<file path="src/hdl/uvs_pkg.sv">
// shared constants, tables, types and arithmetic helpers for the uv sphere vertex generator
package uvs_pkg;

  // grid and table sizes
  localparam int MAX_TESS   = 64;
  localparam int TESS_MIN   = 3;
  localparam int SINE_DEPTH = 256;
  localparam int SINE_AW    = $clog2(SINE_DEPTH);
  localparam int PH_W       = SINE_AW + 2;

  // field widths
  localparam int TESS_W   = 7;
  localparam int ROW_W    = 7;
  localparam int COL_W    = 8;
  localparam int RADIUS_W = 16;
  localparam int CFG_W    = 16;
  localparam int CFG_AW   = 1;
  localparam int MAG_W    = 16;
  localparam int POS_W    = 17;
  localparam int NORM_W   = 16;
  localparam int TEX_W    = 17;
  localparam int IDX_W    = 14;

  // stream widths
  localparam int IN_TDATA_W   = 16;
  localparam int OUT_FIELDS_W = 3 * POS_W + 3 * NORM_W + 2 * TEX_W + 2 * IDX_W;
  localparam int OUT_TDATA_W  = ((OUT_FIELDS_W + 7) / 8) * 8;

  // texture coordinate scaling
  localparam int TEX_ONE     = 65536;
  localparam int TEX_SHIFT_U = 16;
  localparam int TEX_SHIFT_V = 17;

  // reciprocal division by 2t: exact for numerators below 2**NUM_W
  localparam int NUM_W     = $clog2(((2 * MAX_TESS) << TEX_SHIFT_U) + MAX_TESS + 1);
  localparam int DIV_L     = $clog2(2 * MAX_TESS);
  localparam int DIV_SHIFT = NUM_W + DIV_L;
  localparam int RECIP_W   = DIV_SHIFT - 2;
  localparam int QUO_W     = NUM_W + RECIP_W - DIV_SHIFT;

  // q1.15 rounding and limits
  localparam int                 Q15_HALF = 1 << 14;
  localparam logic [MAG_W-1:0]   Q15_MAX  = MAG_W'((1 << 15) - 1);
  localparam logic [63:0]        HALF_PI_Q30 = 64'd1686629713;

  // configuration register indexes and reset values
  localparam logic [CFG_AW-1:0]   REG_RADIUS   = CFG_AW'(0);
  localparam logic [CFG_AW-1:0]   REG_TESS     = CFG_AW'(1);
  localparam logic [RADIUS_W-1:0] RADIUS_RESET = RADIUS_W'(256);
  localparam logic [TESS_W-1:0]   TESS_RESET   = TESS_W'(3);

  typedef logic [MAG_W-1:0]   sine_tab_t  [0:SINE_DEPTH];
  typedef logic [RECIP_W-1:0] recip_tab_t [0:MAX_TESS];

  // quarter-wave sine, q1.15 with 1.0 as 32768, integer taylor series
  function automatic sine_tab_t build_sine_tab();
    sine_tab_t   tab;
    logic [63:0] x;
    logic [63:0] x2;
    logic [63:0] term;
    logic [63:0] sum;
    logic [63:0] q;
    for (int k = 0; k <= SINE_DEPTH; k++) begin
      x    = (HALF_PI_Q30 * 64'(k) + 64'(SINE_DEPTH / 2)) / 64'(SINE_DEPTH);
      x2   = (x * x + (64'd1 << 29)) >> 30;
      term = ((x * x2) >> 30) / 64'd6;
      sum  = x - term;
      term = ((term * x2) >> 30) / 64'd20;
      sum  = sum + term;
      term = ((term * x2) >> 30) / 64'd42;
      sum  = sum - term;
      term = ((term * x2) >> 30) / 64'd72;
      sum  = sum + term;
      term = ((term * x2) >> 30) / 64'd110;
      sum  = sum - term;
      term = ((term * x2) >> 30) / 64'd156;
      sum  = sum + term;
      term = ((term * x2) >> 30) / 64'd210;
      sum  = sum - term;
      q    = (sum + 64'd16384) >> 15;
      if (q > 64'd32768) begin
        q = 64'd32768;
      end
      tab[k] = MAG_W'(q);
    end
    return tab;
  endfunction

  // floor(2**(DIV_SHIFT-1) / t) + 1, so that (n * m) >> DIV_SHIFT == n / (2t)
  function automatic recip_tab_t build_recip_tab();
    recip_tab_t  tab;
    logic [63:0] dv;
    logic [63:0] rem;
    logic [63:0] quo;
    for (int t = 0; t <= MAX_TESS; t++) begin
      dv  = (t < TESS_MIN) ? 64'(TESS_MIN) : 64'(t);
      rem = '0;
      quo = '0;
      // restoring long division, dividend has only its top bit set
      for (int b = DIV_SHIFT - 1; b >= 0; b--) begin
        rem = {rem[62:0], (b == DIV_SHIFT - 1)};
        quo = {quo[62:0], 1'b0};
        if (rem >= dv) begin
          rem    = rem - dv;
          quo[0] = 1'b1;
        end
      end
      tab[t] = RECIP_W'(quo + 64'd1);
    end
    return tab;
  endfunction

  localparam sine_tab_t  SINE_TAB  = build_sine_tab();
  localparam recip_tab_t RECIP_TAB = build_recip_tab();

  // sign and magnitude q1.15, magnitude up to 32768
  typedef struct packed {
    logic             neg;
    logic [MAG_W-1:0] mag;
  } smag_t;

  typedef struct packed {
    logic s1;
    logic s2;
    logic s3;
    logic s4;
    logic s5;
  } stage_en_t;

  typedef struct packed {
    logic [ROW_W-1:0] row;
    logic [COL_W-1:0] col;
  } s1_t;

  typedef struct packed {
    logic [PH_W-1:0]  lat_ph;
    logic [PH_W-1:0]  lon_ph;
    logic [TEX_W-1:0] tex_u;
    logic [TEX_W-1:0] quo_v;
    logic [IDX_W-1:0] row_base;
    logic [COL_W-1:0] col;
    logic [COL_W-1:0] col_next;
    logic             has_quad;
  } s2_t;

  typedef struct packed {
    smag_t            dxz;
    smag_t            dy;
    smag_t            sin_lon;
    smag_t            cos_lon;
    logic [TEX_W-1:0] tex_u;
    logic [TEX_W-1:0] tex_v;
    logic [IDX_W-1:0] vertex_index;
    logic [IDX_W-1:0] right_index;
    logic             has_quad;
  } s3_t;

  typedef struct packed {
    smag_t            dx;
    smag_t            dy;
    smag_t            dz;
    logic [MAG_W-1:0] pos_y_mag;
    logic [TEX_W-1:0] tex_u;
    logic [TEX_W-1:0] tex_v;
    logic [IDX_W-1:0] vertex_index;
    logic [IDX_W-1:0] right_index;
    logic             has_quad;
  } s4_t;

  typedef struct packed {
    logic signed [POS_W-1:0]  pos_x;
    logic signed [POS_W-1:0]  pos_y;
    logic signed [POS_W-1:0]  pos_z;
    logic signed [NORM_W-1:0] norm_x;
    logic signed [NORM_W-1:0] norm_y;
    logic signed [NORM_W-1:0] norm_z;
    logic        [TEX_W-1:0]  tex_u;
    logic        [TEX_W-1:0]  tex_v;
    logic        [IDX_W-1:0]  vertex_index;
    logic        [IDX_W-1:0]  right_index;
    logic                     has_quad;
  } vtx_t;

  // full-turn phase to signed sine via quarter-wave symmetry
  function automatic smag_t sine_lookup(input logic [PH_W-1:0] phase);
    smag_t              r;
    logic [SINE_AW-1:0] idx;
    logic [SINE_AW:0]   addr;
    idx = phase[SINE_AW-1:0];
    if (phase[SINE_AW]) begin
      addr = (SINE_AW + 1)'(SINE_DEPTH) - {1'b0, idx};
    end else begin
      addr = {1'b0, idx};
    end
    r.mag = SINE_TAB[addr];
    r.neg = phase[SINE_AW + 1];
    return r;
  endfunction

  // magnitude product shifted by 15, rounded half up
  function automatic logic [MAG_W-1:0] mul_q15(input logic [MAG_W-1:0] a,
                                               input logic [MAG_W-1:0] b);
    logic [2*MAG_W-1:0] p;
    p = a * b + (2 * MAG_W)'(Q15_HALF);
    return p[MAG_W+14:15];
  endfunction

  // n / (2t) through the reciprocal of t
  function automatic logic [QUO_W-1:0] recip_div(input logic [NUM_W-1:0]   n,
                                                 input logic [RECIP_W-1:0] m);
    logic [NUM_W+RECIP_W-1:0] p;
    p = n * m;
    return p[NUM_W+RECIP_W-1:DIV_SHIFT];
  endfunction

endpackage

</file>
<file path="src/hdl/uvs_scale_stage.sv">
// scale stages: direction products, radius scaling and signed output format
module uvs_scale_stage import uvs_pkg::*; (
  input  logic                 clk,
  input  stage_en_t            en,
  input  logic [RADIUS_W-1:0]  radius,
  input  s3_t                  s3,
  output vtx_t                 vtx
);

  s4_t              s4;
  s4_t              s4_next;
  vtx_t             vtx_next;
  logic [MAG_W-1:0] pos_x_mag;
  logic [MAG_W-1:0] pos_z_mag;

  function automatic logic signed [POS_W-1:0] to_pos(input logic neg,
                                                     input logic [MAG_W-1:0] mag);
    logic signed [POS_W-1:0] v;
    v = signed'({1'b0, mag});
    return neg ? -v : v;
  endfunction

  // +1.0 saturates to 32767, -1.0 is representable
  function automatic logic signed [NORM_W-1:0] to_norm(input smag_t d);
    logic [NORM_W-1:0] v;
    if (d.neg) begin
      v = -d.mag;
    end else begin
      v = (d.mag > Q15_MAX) ? Q15_MAX : d.mag;
    end
    return signed'(v);
  endfunction

  always_comb begin
    s4_next.dx.mag       = mul_q15(s3.dxz.mag, s3.sin_lon.mag);
    s4_next.dx.neg       = s3.dxz.neg ^ s3.sin_lon.neg;
    s4_next.dz.mag       = mul_q15(s3.dxz.mag, s3.cos_lon.mag);
    s4_next.dz.neg       = s3.dxz.neg ^ s3.cos_lon.neg;
    s4_next.dy           = s3.dy;
    s4_next.pos_y_mag    = mul_q15(radius, s3.dy.mag);
    s4_next.tex_u        = s3.tex_u;
    s4_next.tex_v        = s3.tex_v;
    s4_next.vertex_index = s3.vertex_index;
    s4_next.right_index  = s3.right_index;
    s4_next.has_quad     = s3.has_quad;
  end

  always_comb begin
    pos_x_mag = mul_q15(radius, s4.dx.mag);
    pos_z_mag = mul_q15(radius, s4.dz.mag);

    vtx_next.pos_x        = to_pos(s4.dx.neg, pos_x_mag);
    vtx_next.pos_y        = to_pos(s4.dy.neg, s4.pos_y_mag);
    vtx_next.pos_z        = to_pos(s4.dz.neg, pos_z_mag);
    vtx_next.norm_x       = to_norm(s4.dx);
    vtx_next.norm_y       = to_norm(s4.dy);
    vtx_next.norm_z       = to_norm(s4.dz);
    vtx_next.tex_u        = s4.tex_u;
    vtx_next.tex_v        = s4.tex_v;
    vtx_next.vertex_index = s4.vertex_index;
    vtx_next.right_index  = s4.right_index;
    vtx_next.has_quad     = s4.has_quad;
  end

  always_ff @(posedge clk) begin
    if (en.s4) begin
      s4 <= s4_next;
    end
    if (en.s5) begin
      vtx <= vtx_next;
    end
  end

endmodule

</file>
<file path="config.mk">
export PLATFORM = sky130hd
export DESIGN_NAME = uvs_scale_stage
export DESIGN_NICKNAME = d
export VERILOG_FILES = /design/src/hdl/uvs_pkg.sv /design/src/hdl/uvs_scale_stage.sv
export SDC_FILE = /design/constraint.sdc
export NUM_CORES = 2
export LEC_CHECK = 0
export BUFFER_PORTS_ARGS = -buffer_cell sky130_fd_sc_hd__buf_2
export CELL_PAD_IN_SITES_DETAIL_PLACEMENT = 0
export CELL_PAD_IN_SITES_GLOBAL_PLACEMENT = 1
export CORE_MARGIN = 1.5
export CORE_UTILIZATION = 45
export DETAILED_ROUTE_END_ITERATION = 6
export GPL_ROUTABILITY_DRIVEN = 0
export PLACE_DENSITY = 0.75
export SLEW_MARGIN = 15
export SYNTH_ARGS = -nofsm -noshare
export SYNTH_HDL_FRONTEND = slang
export SYNTH_SLANG_ARGS = --single-unit
</file>
<file path="constraint.sdc">
create_clock -name clk -period 7.8 [get_ports clk]
set_clock_uncertainty 0.1 [all_clocks]
set_input_delay 1.17 -clock clk [delete_from_list [all_inputs] [get_ports clk]]
set_output_delay 1.17 -clock clk [all_outputs]
set_load 0.01 [all_outputs]
</file>
==> out/results.txt <==
Final setup violation count: 0
# fillers: 10820
Busiest grt layer: met2
Clock Tree Buf Depth: 3
Critical path arrival: 7.63 ns
Yosys warns: 0
Syn_nets: 7148
Core ar.: 114800 sq um
GRT overflow: 0
CP Max Fanout: 15
Initial drt markers: 1714
Setup WS pre-CTS: -0.1800 ns
DRT Wirelength: 127500 microns
Global-route wire length before repair: 208200 microns
Post-layout net count: 7518
Synthesized instance count: 5488
Post-synth EDFFs: 292
Post-route setup slack: 0.4301 ns
Sum Neg Setup Slack: 0 ns
Hold Path Class: reg -> reg
Clock tree sinks: 292
Port bufs: 311
Final Hold Fails: 0
WP data required: 8.06 ns
Seq. cell area: 8768 sq um
DIE WIDTH: 344.2 microns
Starting density of the core: 0.4563
Status: complete, no violations
Fmax: 0.1357 GHz
Area Overhead vs Synth: 11.08%
Final Max Tran Viols: 0
Largest cells by area after synthesis: fa_1 37%, edfxtp_1 17%, ha_1 13%, inv_1 8.7%, and2_1 6.1%
Initial DRT Pass Iterations: 6
Non-Filler Instances: 7395
Avg WL per Cell: 17.24 microns
Die height: 344.2 microns
Maxcap violations: 0
RSZ-0062 raised after global routing: false
Share of cells above drive strength 1: 0.1162
Synthesis-stage register bit count: 292
Hold buffers post-CTS: 0
Row count: 124
Die footprint: 118500 sq um
Worst-Margin Slew: 1.076 ns
Yosys cell types: 83
DR DRC count: 0
Vias in the first global route: 39840
M3 GR Usage: 0.02524
Clock root cell: clkbuf_16
Vias/cell: 5.063
Worst-path clk slew: 0.06 ns
GR Util met1: 0.2913
GR Util All Layers: 0.2202
HPWL Detailed: 104500 microns
Most used DFF post-synth: edfxtp_1
Crit start category: flip-flop
Clk_lat worst skew: 0.63 ns
Synth Area per Inst: 9.545 sq um
Cells after DPL: 7337
Post-CTS setup buffers: 0
Synth top area share: 0.3688
Period utilization: 0.9449
Vias: 37440
Area of the multi-input gates: 38050 sq um
Sequential-to-total area share from yosys stat: 0.1674
Most frequent cells in the layout: 1210 x inv_1, 965 x fa_1, 852 x nand2_1
H-tree depth: 1
Synth area leader: fa_1
Worst setup EP type: flip-flop
Final ANT Viol Nets: 0
Mapped cell area: 52390 sq um
Top Ports: 315
Async set or reset register ratio after synthesis: 0
CTS tree: built
Met2 usage: 0.3859
Total CTS buffers: 31
Critical path class: reg -> reg
Period minus WS final: 7.370 ns
Resized Gates After CTS: 0
Initial antenna violation count: 8
Commonest non-fill, non-tap cell in the layout: inv_1
Largest net degree at the start of global routing: 73
Slew headroom: 0.2830
state kept, by name, indices dropped and copies added (netlist names):
register / flops
vtx: 162
s4: 130
logic make-up after synthesis:
logic type,share of synthesized area
adders and majority gates,0.4982
AOI/OAI and AO/OA,0.04963
buffers and inverters,0.1063
xor gates and xnor gates,0.02173
muxes,0.001385
DFF,0.1674
and+or+nand+nor,0.1553
synth_stat cells, types with 5 or more instances:
cell type,count
o211ai_1,17
a21oi_1,92
inv_1,1210
mux2i_1,5
fa_1,965
o41ai_1,6
xnor2_1,105
nand2_1,852
edfxtp_1,292
a211oi_1,13
nor4_1,9
o21ai_0,61
nand4_1,26
ha_1,542
a221o_1,5
and2_1,512
nor2b_1,13
nor3b_1,5
and4_1,7
a211o_1,7
xor2_1,25
buf_1,6
a21o_1,35
or3_1,26
o21ai_1,8
nor2_1,118
a31oi_1,29
clkbuf_1,258
o31ai_1,19
a2111oi_0,6
nand3_1,28
nand2b_1,10
o21bai_1,11
o21a_1,16
nor3_1,47
or4_1,8
metrics by stage:
| step | hold slack [ns] | utilization | instance area, sq um |
|---|---|---|---|
| 2_1_floorplan | 0.3003 | - | 52390 |
| 3_3_place_gp | 0.3003 | 0.4981 | 57190 |
| 3_5_place_dp | 0.3045 | 0.4981 | 57190 |
| 4_1_cts | 0.3169 | 0.5068 | 58180 |
| 5_1_grt | 0.3265 | 0.5068 | 58180 |
| 6_report | 0.3149 | 0.5068 | 58190 |
area by class of cell:
class                      count  share of cell area
antenna                        4           0.0001720
clock buffer                  39             0.01385
clock inverter                15            0.003182
inverter                    1212             0.07818
multi-input combinational   3715              0.6538
sequential                   292              0.1507
tap                         1512             0.03251
timing repair buffer         606             0.06760
layer usage:
layer  routed length, microns  vias up
li1                         -    17490
met1                    56190    18970
met2                    62380      808
met3                     5837      166
met4                     3000       10
met5                       62        -
final timing paths:
kind	from	end	slack, ns	cells after the start
worst min register to register	s4[60]	vtx[60]	0.31	0
worst min-delay path	s4[60]	vtx[60]	0.31	0
worst max register to register	s4[83]	vtx[122]	0.43	21
worst max-delay path	s4[83]	vtx[122]	0.43	21
worst max-delay path, cell delays in order, from the launching register on:
cell and delay, ns:
edfxtp_1 0.77, and2_1 0.35, fa_1 0.53, inv_1 0.05, fa_1 0.47, fa_1 0.51
inv_1 0.06, fa_1 0.48, fa_1 0.49, inv_1 0.05, fa_1 0.48, inv_1 0.04
ha_1 0.30, a21o_1 0.18, a21o_1 0.18, a22oi_1 0.27, a211oi_1 0.17, or4_1 0.44
a221o_1 0.43, or3_4 0.44, o31ai_2 0.21, xnor2_1 0.10
Power is not shown: default switching activity piles up to over one toggle a cycle in this logic, so the estimate is an artifact.
