## config.mk

```make
export PLATFORM = sky130hd
export DESIGN_NAME = uvs_grid_front
export DESIGN_NICKNAME = d
export VERILOG_FILES = /design/src/hdl/uvs_pkg.sv /design/src/hdl/uvs_grid_front.sv
export SDC_FILE = /design/constraint.sdc
export NUM_CORES = 2
export LEC_CHECK = 0
export BUFFER_PORTS_ARGS = -buffer_cell sky130_fd_sc_hd__buf_2
export CORE_AREA = 10 10 337 339
export CTS_CLUSTER_SIZE = 28
export DETAILED_ROUTE_END_ITERATION = 8
export DIE_AREA = 0 0 347 349
export GPL_TIMING_DRIVEN = 0
export PLACE_DENSITY_LB_ADDON = 0.1
export REMOVE_ABC_BUFFERS = 1
export SKIP_LAST_GASP = 1
export SYNTH_ARGS = -nofsm -noshare
export SYNTH_HDL_FRONTEND = slang
export SYNTH_SLANG_ARGS = --single-unit
```

## constraint.sdc

```tcl
create_clock -name clk -period 18.9 [get_ports clk]
set_input_delay 3.78 -clock clk [delete_from_list [all_inputs] [get_ports clk]]
set_output_delay 3.78 -clock clk [all_outputs]
set_load 0.02 [all_outputs]
```

## src/hdl/uvs_pkg.sv

```systemverilog
// shared constants, tables, types and arithmetic helpers for the uv sphere vertex generator
package uvs_pkg;

  // grid and table sizes
  localparam int MAX_TESS   = 64;
  localparam int TESS_MIN   = 3;
  localparam int SINE_DEPTH = 256;
  localparam int SINE_AW    = $clog2(SINE_DEPTH);
  localparam int PH_W       = SINE_AW + 2;

  // field widths
  localparam int TESS_W   = 7;
  localparam int ROW_W    = 7;
  localparam int COL_W    = 8;
  localparam int RADIUS_W = 16;
  localparam int CFG_W    = 16;
  localparam int CFG_AW   = 1;
  localparam int MAG_W    = 16;
  localparam int POS_W    = 17;
  localparam int NORM_W   = 16;
  localparam int TEX_W    = 17;
  localparam int IDX_W    = 14;

  // stream widths
  localparam int IN_TDATA_W   = 16;
  localparam int OUT_FIELDS_W = 3 * POS_W + 3 * NORM_W + 2 * TEX_W + 2 * IDX_W;
  localparam int OUT_TDATA_W  = ((OUT_FIELDS_W + 7) / 8) * 8;

  // texture coordinate scaling
  localparam int TEX_ONE     = 65536;
  localparam int TEX_SHIFT_U = 16;
  localparam int TEX_SHIFT_V = 17;

  // reciprocal division by 2t: exact for numerators below 2**NUM_W
  localparam int NUM_W     = $clog2(((2 * MAX_TESS) << TEX_SHIFT_U) + MAX_TESS + 1);
  localparam int DIV_L     = $clog2(2 * MAX_TESS);
  localparam int DIV_SHIFT = NUM_W + DIV_L;
  localparam int RECIP_W   = DIV_SHIFT - 2;
  localparam int QUO_W     = NUM_W + RECIP_W - DIV_SHIFT;

  // q1.15 rounding and limits
  localparam int                 Q15_HALF = 1 << 14;
  localparam logic [MAG_W-1:0]   Q15_MAX  = MAG_W'((1 << 15) - 1);
  localparam logic [63:0]        HALF_PI_Q30 = 64'd1686629713;

  // configuration register indexes and reset values
  localparam logic [CFG_AW-1:0]   REG_RADIUS   = CFG_AW'(0);
  localparam logic [CFG_AW-1:0]   REG_TESS     = CFG_AW'(1);
  localparam logic [RADIUS_W-1:0] RADIUS_RESET = RADIUS_W'(256);
  localparam logic [TESS_W-1:0]   TESS_RESET   = TESS_W'(3);

  typedef logic [MAG_W-1:0]   sine_tab_t  [0:SINE_DEPTH];
  typedef logic [RECIP_W-1:0] recip_tab_t [0:MAX_TESS];

  // quarter-wave sine, q1.15 with 1.0 as 32768, integer taylor series
  function automatic sine_tab_t build_sine_tab();
    sine_tab_t   tab;
    logic [63:0] x;
    logic [63:0] x2;
    logic [63:0] term;
    logic [63:0] sum;
    logic [63:0] q;
    for (int k = 0; k <= SINE_DEPTH; k++) begin
      x    = (HALF_PI_Q30 * 64'(k) + 64'(SINE_DEPTH / 2)) / 64'(SINE_DEPTH);
      x2   = (x * x + (64'd1 << 29)) >> 30;
      term = ((x * x2) >> 30) / 64'd6;
      sum  = x - term;
      term = ((term * x2) >> 30) / 64'd20;
      sum  = sum + term;
      term = ((term * x2) >> 30) / 64'd42;
      sum  = sum - term;
      term = ((term * x2) >> 30) / 64'd72;
      sum  = sum + term;
      term = ((term * x2) >> 30) / 64'd110;
      sum  = sum - term;
      term = ((term * x2) >> 30) / 64'd156;
      sum  = sum + term;
      term = ((term * x2) >> 30) / 64'd210;
      sum  = sum - term;
      q    = (sum + 64'd16384) >> 15;
      if (q > 64'd32768) begin
        q = 64'd32768;
      end
      tab[k] = MAG_W'(q);
    end
    return tab;
  endfunction

  // floor(2**(DIV_SHIFT-1) / t) + 1, so that (n * m) >> DIV_SHIFT == n / (2t)
  function automatic recip_tab_t build_recip_tab();
    recip_tab_t  tab;
    logic [63:0] dv;
    logic [63:0] rem;
    logic [63:0] quo;
    for (int t = 0; t <= MAX_TESS; t++) begin
      dv  = (t < TESS_MIN) ? 64'(TESS_MIN) : 64'(t);
      rem = '0;
      quo = '0;
      // restoring long division, dividend has only its top bit set
      for (int b = DIV_SHIFT - 1; b >= 0; b--) begin
        rem = {rem[62:0], (b == DIV_SHIFT - 1)};
        quo = {quo[62:0], 1'b0};
        if (rem >= dv) begin
          rem    = rem - dv;
          quo[0] = 1'b1;
        end
      end
      tab[t] = RECIP_W'(quo + 64'd1);
    end
    return tab;
  endfunction

  localparam sine_tab_t  SINE_TAB  = build_sine_tab();
  localparam recip_tab_t RECIP_TAB = build_recip_tab();

  // sign and magnitude q1.15, magnitude up to 32768
  typedef struct packed {
    logic             neg;
    logic [MAG_W-1:0] mag;
  } smag_t;

  typedef struct packed {
    logic s1;
    logic s2;
    logic s3;
    logic s4;
    logic s5;
  } stage_en_t;

  typedef struct packed {
    logic [ROW_W-1:0] row;
    logic [COL_W-1:0] col;
  } s1_t;

  typedef struct packed {
    logic [PH_W-1:0]  lat_ph;
    logic [PH_W-1:0]  lon_ph;
    logic [TEX_W-1:0] tex_u;
    logic [TEX_W-1:0] quo_v;
    logic [IDX_W-1:0] row_base;
    logic [COL_W-1:0] col;
    logic [COL_W-1:0] col_next;
    logic             has_quad;
  } s2_t;

  typedef struct packed {
    smag_t            dxz;
    smag_t            dy;
    smag_t            sin_lon;
    smag_t            cos_lon;
    logic [TEX_W-1:0] tex_u;
    logic [TEX_W-1:0] tex_v;
    logic [IDX_W-1:0] vertex_index;
    logic [IDX_W-1:0] right_index;
    logic             has_quad;
  } s3_t;

  typedef struct packed {
    smag_t            dx;
    smag_t            dy;
    smag_t            dz;
    logic [MAG_W-1:0] pos_y_mag;
    logic [TEX_W-1:0] tex_u;
    logic [TEX_W-1:0] tex_v;
    logic [IDX_W-1:0] vertex_index;
    logic [IDX_W-1:0] right_index;
    logic             has_quad;
  } s4_t;

  typedef struct packed {
    logic signed [POS_W-1:0]  pos_x;
    logic signed [POS_W-1:0]  pos_y;
    logic signed [POS_W-1:0]  pos_z;
    logic signed [NORM_W-1:0] norm_x;
    logic signed [NORM_W-1:0] norm_y;
    logic signed [NORM_W-1:0] norm_z;
    logic        [TEX_W-1:0]  tex_u;
    logic        [TEX_W-1:0]  tex_v;
    logic        [IDX_W-1:0]  vertex_index;
    logic        [IDX_W-1:0]  right_index;
    logic                     has_quad;
  } vtx_t;

  // full-turn phase to signed sine via quarter-wave symmetry
  function automatic smag_t sine_lookup(input logic [PH_W-1:0] phase);
    smag_t              r;
    logic [SINE_AW-1:0] idx;
    logic [SINE_AW:0]   addr;
    idx = phase[SINE_AW-1:0];
    if (phase[SINE_AW]) begin
      addr = (SINE_AW + 1)'(SINE_DEPTH) - {1'b0, idx};
    end else begin
      addr = {1'b0, idx};
    end
    r.mag = SINE_TAB[addr];
    r.neg = phase[SINE_AW + 1];
    return r;
  endfunction

  // magnitude product shifted by 15, rounded half up
  function automatic logic [MAG_W-1:0] mul_q15(input logic [MAG_W-1:0] a,
                                               input logic [MAG_W-1:0] b);
    logic [2*MAG_W-1:0] p;
    p = a * b + (2 * MAG_W)'(Q15_HALF);
    return p[MAG_W+14:15];
  endfunction

  // n / (2t) through the reciprocal of t
  function automatic logic [QUO_W-1:0] recip_div(input logic [NUM_W-1:0]   n,
                                                 input logic [RECIP_W-1:0] m);
    logic [NUM_W+RECIP_W-1:0] p;
    p = n * m;
    return p[NUM_W+RECIP_W-1:DIV_SHIFT];
  endfunction

endpackage

```

## src/hdl/uvs_grid_front.sv

```systemverilog
// grid front end: index clamping, phase and texture division, row base
module uvs_grid_front import uvs_pkg::*; (
  input  logic                clk,
  input  stage_en_t           en,
  input  logic [ROW_W-1:0]    lat_row,
  input  logic [COL_W-1:0]    lon_col,
  input  logic [TESS_W-1:0]   tess,
  input  logic [RECIP_W-1:0]  recip,
  output s2_t                 s2
);

  s1_t                      s1;
  s1_t                      s1_next;
  s2_t                      s2_next;
  logic [COL_W-1:0]         twice_t;
  logic [COL_W-1:0]         stride;
  logic [NUM_W-1:0]         n_lat;
  logic [NUM_W-1:0]         n_lon;
  logic [NUM_W-1:0]         n_u;
  logic [NUM_W-1:0]         n_v;
  logic [QUO_W-1:0]         q_lat;
  logic [QUO_W-1:0]         q_lon;
  logic [QUO_W-1:0]         q_u;
  logic [QUO_W-1:0]         q_v;
  logic [ROW_W+COL_W-1:0]   row_prod;

  assign twice_t = {tess, 1'b0};
  assign stride  = twice_t + COL_W'(1);

  // saturate row to t and column to 2t
  always_comb begin
    s1_next.row = (lat_row > tess) ? tess : lat_row;
    s1_next.col = (lon_col > twice_t) ? twice_t : lon_col;
  end

  // numerators carry +t so the quotient by 2t rounds half up
  always_comb begin
    n_lat    = (NUM_W'(s1.row) << PH_W) + NUM_W'(tess);
    n_lon    = (NUM_W'(s1.col) << PH_W) + NUM_W'(tess);
    n_u      = (NUM_W'(s1.col) << TEX_SHIFT_U) + NUM_W'(tess);
    n_v      = (NUM_W'(s1.row) << TEX_SHIFT_V) + NUM_W'(tess);
    q_lat    = recip_div(n_lat, recip);
    q_lon    = recip_div(n_lon, recip);
    q_u      = recip_div(n_u, recip);
    q_v      = recip_div(n_v, recip);
    row_prod = (ROW_W + COL_W)'(s1.row) * (ROW_W + COL_W)'(stride);

    s2_next.lat_ph   = q_lat[PH_W-1:0];
    s2_next.lon_ph   = q_lon[PH_W-1:0];   // a full turn wraps to zero
    s2_next.tex_u    = q_u[TEX_W-1:0];
    s2_next.quo_v    = q_v[TEX_W-1:0];
    s2_next.row_base = row_prod[IDX_W-1:0];
    s2_next.col      = s1.col;
    s2_next.col_next = (s1.col == twice_t) ? '0 : s1.col + COL_W'(1);
    s2_next.has_quad = (s1.row < tess);
  end

  always_ff @(posedge clk) begin
    if (en.s1) begin
      s1 <= s1_next;
    end
    if (en.s2) begin
      s2 <= s2_next;
    end
  end

endmodule

```

==> summary.txt <==
Worst setup path
  – RR Startpoint: s1[9]
  – Startpoint Class: input port
  – Slowest stage cell, crit path: a311oi_1
  – Worst EP required: 19.08 ns
  – Reg2reg path depth: 22
  – Crit end category: register
  – CP Class: input port to register
  – Reg2reg end: s2[47]
  – Crit-path most repeated cell: inv_1
  – Reg2reg setup slack: 10.53 ns
  – Buffers & Inverters on Critical Path: 6
  – Crit path cell chain: buf_2 > nand2_1 > inv_1 > fa_1 > inv_1 > fa_1 > inv_1 > ha_1 > ha_1 > fa_1 > ha_1 > inv_1 > fa_1 > inv_1 > ha_1 > nand4_1 > a211oi_1 > o2111ai_1 > a311oi_1 > o311ai_1 > and3_1 > o21ai_1 > a21oi_1 > xnor2_1
  – Critical path arrival: 11.95 ns
  – Cell family with most CP delay: compound AO/OA/AOI/OAI gates
  – CP max FO: 41
  – Crit path largest cell delay: 1.23 ns

Hold path
  – Hold EP: s2[15]
  – Hold path start: s1[6]
  – Hold Crit Class: register to register
  – Hold depth: 1

Clock network
  – CTS Hold Bufs: 0
  – Reg clk slew, reported paths: 0.09 ns
  – Clock Sinks: 100
  – Htree depth: 3
  – Root buffer cell: clkbuf_16
  – CTS Buffer Depth: 2
  – Total CTS buffers: 9
  – Number of setup buffers added after CTS: 0
  – Clk_lat worst skew: 0.42 ns
  – CTS tree: built
  – Post-CTS Resized: 0

Timing
  – Setup TNS: 0 ns
  – Worst slew pin tran: 1.417 ns
  – Max Clock Skew: 0.02431 ns
  – Final Hold Vio Count: 0
  – Setup ws final: 7.133 ns
  – RSZ-0062 raised after global routing: false
  – Post-layout min period: 11.77 ns
  – Fmax achieved: 84.98 MHz
  – Final setup vio count: 0
  – Slew headroom: 0.05544
  – Max-slew violations: 0
  – Final Cycle Share: 0.6226

Logic synthesis
  – Synth Area per Inst: 9.779 sq um
  – Simple-gate share of the synthesized area: 0.1002
  – Seq cells post-synth: 100
  – Ys Warns: 0
  – Synth top area share: 0.4654
  – Adder-cell share of the synthesized area: 0.6390
  – Mux cell area share after synthesis: 0.003063
  – Top FF cell, synth: edfxtp_1
  – Cell with the most instances after synthesis: inv_1
  – XOR/XNOR Fraction of Synth Area: 0.02107
  – Synth Area in Compound Gates: 0.03663
  – Register area share after synthesis: 0.06283
  – Cell variety after synth: 68
  – Commonest cells in the netlist: inv_1, fa_1, ha_1
  – Area leader, netlist: fa_1
  – Cell Area, Synth: 47790 sq um
  – Post-synth ARST share: 0
  – Mapped Cells: 4887
  – Synth top area cells: fa_1, ha_1, inv_1
  – Post-synth EDFFs: 100
  – Main combinational cell family by area after synthesis: adder cells

Drt
  – Final WL: 126300 um
  – Vias/cell: 4.889
  – # DRC: 0
  – Iteration-0 DRC Markers: 1458
  – Drt pass-1 iters: 5
  – Via count: 31019
  – ANT nets after route: 0
  – Wirelength per Cell: 19.90 um

Floorplanning
  – Die W: 347 um
  – Initial core utilization: 0.4483
  – DIE AREA: 121100 sq um
  – CORE AREA: 106600 sq um
  – Die Ht: 349 um
  – Site Rows: 120
  – I/O pin count: 142

Placed design
  – Cell Area, Placed: 50420 sq um
  – DPL Wire Length: 106600 um
  – Dpl ws: 6.782 ns
  – Gpl congestion: 0.8650
  – # port buffers: 138

Job
  – Max Cap Viol: 0

Cells and area
  – Share of cells above drive strength 1: 0.04375
  – Final Instance Area: 50710 sq um
  – Area of the multi-input gates: 38240 sq um
  – Fillers: 10370
  – Storage element area: 3003 sq um
  – Final #Nets: 6763
  – P&R area growth vs syn: 6.113%

GRT
  – Vias in the first global route: 34582
  – Grt ovf: 0
  – First-pass GRT wire length: 201300 um
  – Gr usage total: 0.2185
  – Initial antenna violation count: 11
  – Largest net degree at the start of global routing: 55

Outcome
  – Status: finished clean
-- routing by layer --
metal	vias to the layer above	share of wire	track usage
met5	-	0.0014	0.01040
met3	131	0.038	0.02568
met2	571	0.51	0.3861
met1	15894	0.43	0.2806
met4	4	0.028	0.05863
li1	14419	-	-
-- cells in the final DEF (no fill, tap or decap), drive strengths merged, types with 5 or more instances in the layout --
cell,instances
buf,164
nand4,18
a21oi,83
nor3,28
a31oi,6
o31ai,6
and3,9
xor2,28
diode,5
a211oi,15
and4,5
nor2,58
o21ai,42
clkbuf,9
o21bai,9
edfxtp,100
nand2b,10
and2,464
nand2,224
mux2,13
nor2b,16
ha,663
a21o,36
inv,1618
o211ai,8
nand3,34
xnor2,87
fa,1111
o21a,13
-- worst max path at each step --
stage                   from      to  slack [ns]  depth (start not counted)
floorplan           recip[8]  s2[59]        9.16                         20
detailed placement   tess[3]  s2[47]        6.78                         24
CTS                  tess[3]  s2[47]        7.23                         24
global placement     tess[3]  s2[47]        6.78                         24
global route         tess[3]  s2[47]        7.05                         24
finish               tess[3]  s2[47]        7.13                         24
-- through the flow --
step                        util  hold slack (ns)  cells
final                     0.4757           0.7500   6345
after global placement    0.4667            1.411   6298
after detailed placement  0.4730           0.7306   6324
after CTS                 0.4756           0.7499   6340
after floorplan                -           0.8290   4757
after global routing      0.4756           0.7724   6340
-- final cells by class --
| class | count | area share |
|---|---|---|
| Sequential cell | 100 | 0.05921 |
| Timing Repair Buffer | 164 | 0.02679 |
| Multi-Input combinational cell | 3040 | 0.7540 |
| Tap cell | 1403 | 0.03461 |
| Antenna cell | 5 | 0.0002467 |
| Clock buffer | 9 | 0.004441 |
| Clock inverter | 7 | 0.001012 |
| Inverter | 1617 | 0.1197 |
-- flip-flops by register name, summed over array words and instances, names as in the netlist --
name,count
s1,15
s2,85
-- kinds of logic (layout without fill, tap and decap cells) --
kind of cell	count (synthesis)	after routing
AO/OA/AOI/OAI	255	255
XOR/XNOR	115	115
adder cells (fa/ha/maj)	1774	1774
buffers and inverters	1747	1797
flip-flops	100	100
multiplexers	13	13
other	0	5
AND/OR/NAND/NOR	883	883
Power is not shown: default switching activity piles up to over one toggle a cycle in this logic, so the estimate is an artifact.
